### src/hw/rtl/pcmf_pkg.sv
package pcmf_pkg;

  // Configuration register indexes
  localparam int CFG_INDEX_BITS = 2;
  localparam int CFG_DATA_BITS  = 64;
  localparam logic [CFG_INDEX_BITS-1:0] CFG_CODE_SIGNS  = 2'd0;
  localparam logic [CFG_INDEX_BITS-1:0] CFG_CODE_LENGTH = 2'd1;
  localparam logic [CFG_INDEX_BITS-1:0] CFG_OVERSAMPLE  = 2'd2;

  localparam int LEN_BITS   = 7;
  localparam int OSR_BITS   = 5;
  localparam int MAX_CODE   = 64;
  localparam int EL_BITS    = 6;
  localparam int OUT_BITS   = 20;
  localparam int SCALE_BITS = 16;
  localparam int SCALE_SHIFT = 15;
  localparam int SCALE_ENTRIES = 128;

  // Controller states
  typedef enum logic [2:0] {
    ST_IDLE,
    ST_START,
    ST_READ,
    ST_DRAIN,
    ST_MUL,
    ST_OUT
  } state_t;

  // Controller to datapath
  typedef struct packed {
    logic accept;
    logic start;
    logic step;
    logic mul;
    logic out_load;
  } cmd_t;

  // Datapath to controller
  typedef struct packed {
    logic has_out;
    logic j_zero;
    logic m_last;
    logic out_free;
  } status_t;

  typedef logic [SCALE_BITS-1:0] scale_tab_t [SCALE_ENTRIES];

  // round(32768/sqrt(t)) as the largest s with (2s-1)^2 * t <= 2^32
  function automatic scale_tab_t build_scale_table();
    scale_tab_t tab;
    longint unsigned lo;
    longint unsigned hi;
    longint unsigned mid;
    longint unsigned d;
    for (int t = 1; t <= SCALE_ENTRIES; t++) begin
      lo = 1;
      hi = 32768;
      while (lo < hi) begin
        mid = (lo + hi + 1) / 2;
        d = 2 * mid - 1;
        if (d * d * longint'(t) <= 64'h1_0000_0000) begin
          lo = mid;
        end else begin
          hi = mid - 1;
        end
      end
      tab[t-1] = SCALE_BITS'(lo);
    end
    return tab;
  endfunction

  localparam scale_tab_t SCALE_TABLE = build_scale_table();

endpackage

### src/hw/rtl/pcmf_ctrl.sv
module pcmf_ctrl (
  input  logic              clk,
  input  logic              rst,
  input  logic              in_valid,
  output logic              in_stall,
  input  pcmf_pkg::status_t status,
  output pcmf_pkg::cmd_t    cmd
);

  pcmf_pkg::state_t state;
  pcmf_pkg::state_t state_next;

  // State register
  always_ff @(posedge clk) begin
    if (rst) begin
      state <= pcmf_pkg::ST_IDLE;
    end else begin
      state <= state_next;
    end
  end

  // Next state and commands
  always_comb begin
    state_next = state;
    cmd = '0;
    in_stall = 1'b1;
    unique case (state)
      pcmf_pkg::ST_IDLE: begin
        in_stall = 1'b0;
        if (in_valid) begin
          cmd.accept = 1'b1;
          if (status.has_out) state_next = pcmf_pkg::ST_START;
        end
      end
      pcmf_pkg::ST_START: begin
        cmd.start = 1'b1;
        state_next = pcmf_pkg::ST_READ;
      end
      pcmf_pkg::ST_READ: begin
        cmd.step = 1'b1;
        if (status.j_zero) state_next = pcmf_pkg::ST_DRAIN;
      end
      pcmf_pkg::ST_DRAIN: begin
        state_next = pcmf_pkg::ST_MUL;
      end
      pcmf_pkg::ST_MUL: begin
        cmd.mul = 1'b1;
        state_next = pcmf_pkg::ST_OUT;
      end
      pcmf_pkg::ST_OUT: begin
        if (status.out_free) begin
          cmd.out_load = 1'b1;
          state_next = status.m_last ? pcmf_pkg::ST_IDLE : pcmf_pkg::ST_START;
        end
      end
      default: state_next = pcmf_pkg::ST_IDLE;
    endcase
  end

endmodule

### config.mk
export PLATFORM = sky130hd
export DESIGN_NAME = pcmf_ctrl
export DESIGN_NICKNAME = d
export VERILOG_FILES = /design/src/hw/rtl/pcmf_pkg.sv /design/src/hw/rtl/pcmf_ctrl.sv
export SDC_FILE = /design/constraint.sdc
export NUM_CORES = 1
export LEC_CHECK = 0
export BUFFER_PORTS_ARGS = -buffer_cell sky130_fd_sc_hd__buf_4
export CAP_MARGIN = 20
export CORE_AREA = 2 2 39 41
export DETAILED_ROUTE_END_ITERATION = 10
export DIE_AREA = 0 0 41 43
export PLACE_DENSITY = 0.46
export SETUP_SLACK_MARGIN = 0.05
export SLEW_MARGIN = 20
export SYNTH_ARGS = -nofsm -noshare
export SYNTH_HDL_FRONTEND = slang
export SYNTH_SLANG_ARGS = --single-unit
### constraint.sdc
create_clock -name clk -period 3.26 [get_ports clk]
set_input_delay 0.326 -clock clk [delete_from_list [all_inputs] [get_ports clk]]
set_output_delay 0.326 -clock clk [all_outputs]
set_load 0.05 [all_outputs]
==> flow_summary.ini <==
[run_status]
status = complete, no violations

[synthesis]
synth_top_area_share = 0.2365
synth-main-ff-cell = dfxtp_1
avgSynthCellArea_um2 = 9.071
yosysSeqAreaShare = 0.2365
yosys-top-cells-area = dfxtp_1 (24%), a2111oi_4 (11%), nand2b_1 (9.9%)
yosys-top-cells-count = nand2b_1 (4), dfxtp_1 (3), nor2_1 (3)
ys_async_sr_fraction = 0
synth_most_common_cell = nand2b_1
synth_edf_count = 0
ys_types = 19
ys_ff_latch = 3
syn_inst = 28
yosysWarnings = 0
synth_area_um2 = 254.0
syn_nets = 35
synth_area_leader_cell = dfxtp_1

[finish]
diodes = 0
multi_input_area_um2 = 165.2
nets = 49
seqCellArea_um2 = 60.06
top_regs = state: 3 flops
drive_above_1_share = 0.4390
utilization = 0.2667
largest_register_ffs = 3
filler_cell_count = 157
area_growth_pct = 45.32
largest_register = state

[floorplan]
ios = 13
fp.dieArea_mm2 = 0.001763
initial_core_util = 0.1835
core_area_mm2 = 0.001384
die_y_um = 43
die_x_um = 41
num_rows = 14

[clock_tree]
clockBufferDepth = 2
cts_resized = 0
clock_latency_ns = 0.23
cts_tree = done
cts_setup_buffers = 0
hold_buffers = 0
numCtsBuffers = 3
clkTransAtPathRegs_ns = 0.04
clock-sinks = 3
htree_levels = 1
cts_root_buf = clkbuf_4

[power_and_ir_drop]
powerDensity_mw_per_mm2 = 1072
p_comb_frac = 0.597
power_frac_seq = 0.234
ir_drop_mv = 0.2028
switching_share = 0.5141
leakage_uw = 0.0001615
p_int_uw = 192.3
clkPwrFrac = 0.170
p_sw_uw = 203.4
p_total_uw = 395.7

[setup_path]
cp.required_ns = 2.93
cp-startpoint = state[1]$_SDFFE_PP0P_
path_max_fanout = 9
worstReg2RegStart = state[0]$_SDFFE_PP0P_
startpoint_type = flop
cp.arrival_ns = 1.35
criticalPathCategory = flop to output port
crit_path_end_kind = output port

[timing]
fin_crit_ns = 1.679
post-route-period-util = 0.5151
finalMaxSlewViolations = 0
rsz0062_at_grt = no
holdWs_ns = 0.2700
worst_slack_ns = 1.581
slew_headroom = 0.6999
setup_viol = 0
fmax_ghz = 0.5955
hold_violations = 0
finalSetupTns_ns = 0
worstMarginPinSlew_ns = 0.4495
worst_clock_skew_ns = 0.001307

[placement]
dp.final_hpwl_um = 407.6
pre_cts_ws_ns = 1.819
place.gp.congestion = 0.6766
port_buffers = 12

[route]
drt_pass1_iterations = 4
wl_per_cell_um = 10.12
via_count = 234
drcViolationCount = 0
drt-total-wl_um = 577
via_per_inst = 4.105
drtIter0Drc = 7
detail-route-antenna-nets = 0

[global_route]
first_global_vias = 194
grtUsageTotal = 0.07916
grt_max_degree = 12
grt-ovfl-total = 0
grt_pass1_wl_um = 841
antenna_found_initial = 0

[flow_run]
drv_cap = 0

[worst_hold_path]
hold_start = rst
hold_class = input port to flop
through the flow:
stage | instances | cell area, um^2
global route | 57 | 369.1
finish | 57 | 369.1
global placement | 53 | 342.8
CTS | 57 | 369.1
detailed placement | 53 | 342.8
floorplan | 28 | 254.0
critical path, cell delays in order, from the launching register on:
cell     delay (ns)
dfxtp_1        0.40
or3_1          0.42
nor2_1         0.09
buf_4          0.20
cells in the final DEF, fill, tap and decap left out, types with 2 or more instances in the layout:
cell / count
dfxtp_1: 3
buf_4: 12
nor2_1: 3
inv_1: 2
clkbuf_4: 3
nand2b_1: 4
layer usage:
layer	track usage	vias to the layer above	part of all wire
met5	0	-	0
met4	0.08000	0	0
met3	0.04712	0	0.10
met2	0.09375	11	0.45
met1	0.08946	100	0.45
li1	-	123	-
power by group through the flow:
stage / logic [uW] / registers (uW) / clock network (uW)
detailed placement: 238 / 93.1 / 0
CTS: 239 / 92.3 / 70.1
global placement: 238 / 91.9 / 0
finish: 236 / 92.6 / 67.1
floorplan: 228 / 56.1 / 0
global route: 252 / 97.7 / 78.6
worst paths after layout:
path / depth (start not counted) / to / slack (ns)
setup / recovery: 3 / cmd[4] / 1.58
hold / removal: 2 / state[2]$_SDFFE_PP0P_ / 0.27
setup reg to reg: 3 / state[0]$_SDFFE_PP0P_ / 2.05
hold reg to reg: 2 / state[2]$_SDFFE_PP0P_ / 0.63
cell type report:
type | count | share of cell area
Tap cell | 16 | 0.05424
Sequential cell | 3 | 0.1627
Timing Repair Buffer | 12 | 0.2441
Clock buffer | 4 | 0.07119
Multi-Input combinational cell | 20 | 0.4475
Inverter | 2 | 0.02034
cells by family (layout without fill, tap and decap cells):
group / after synthesis / in the layout / share of synthesized area
AO/OA/AOI/OAI: 4 / 4 / 0.2167
buffers and inverters: 5 / 18 / 0.1133
XOR/XNOR: 1 / 1 / 0.03449
flip-flops: 3 / 3 / 0.2365
AND/OR/NAND/NOR: 14 / 14 / 0.3596
multiplexers: 1 / 1 / 0.03941
Note: power is estimated with default switching activity, not from simulation.
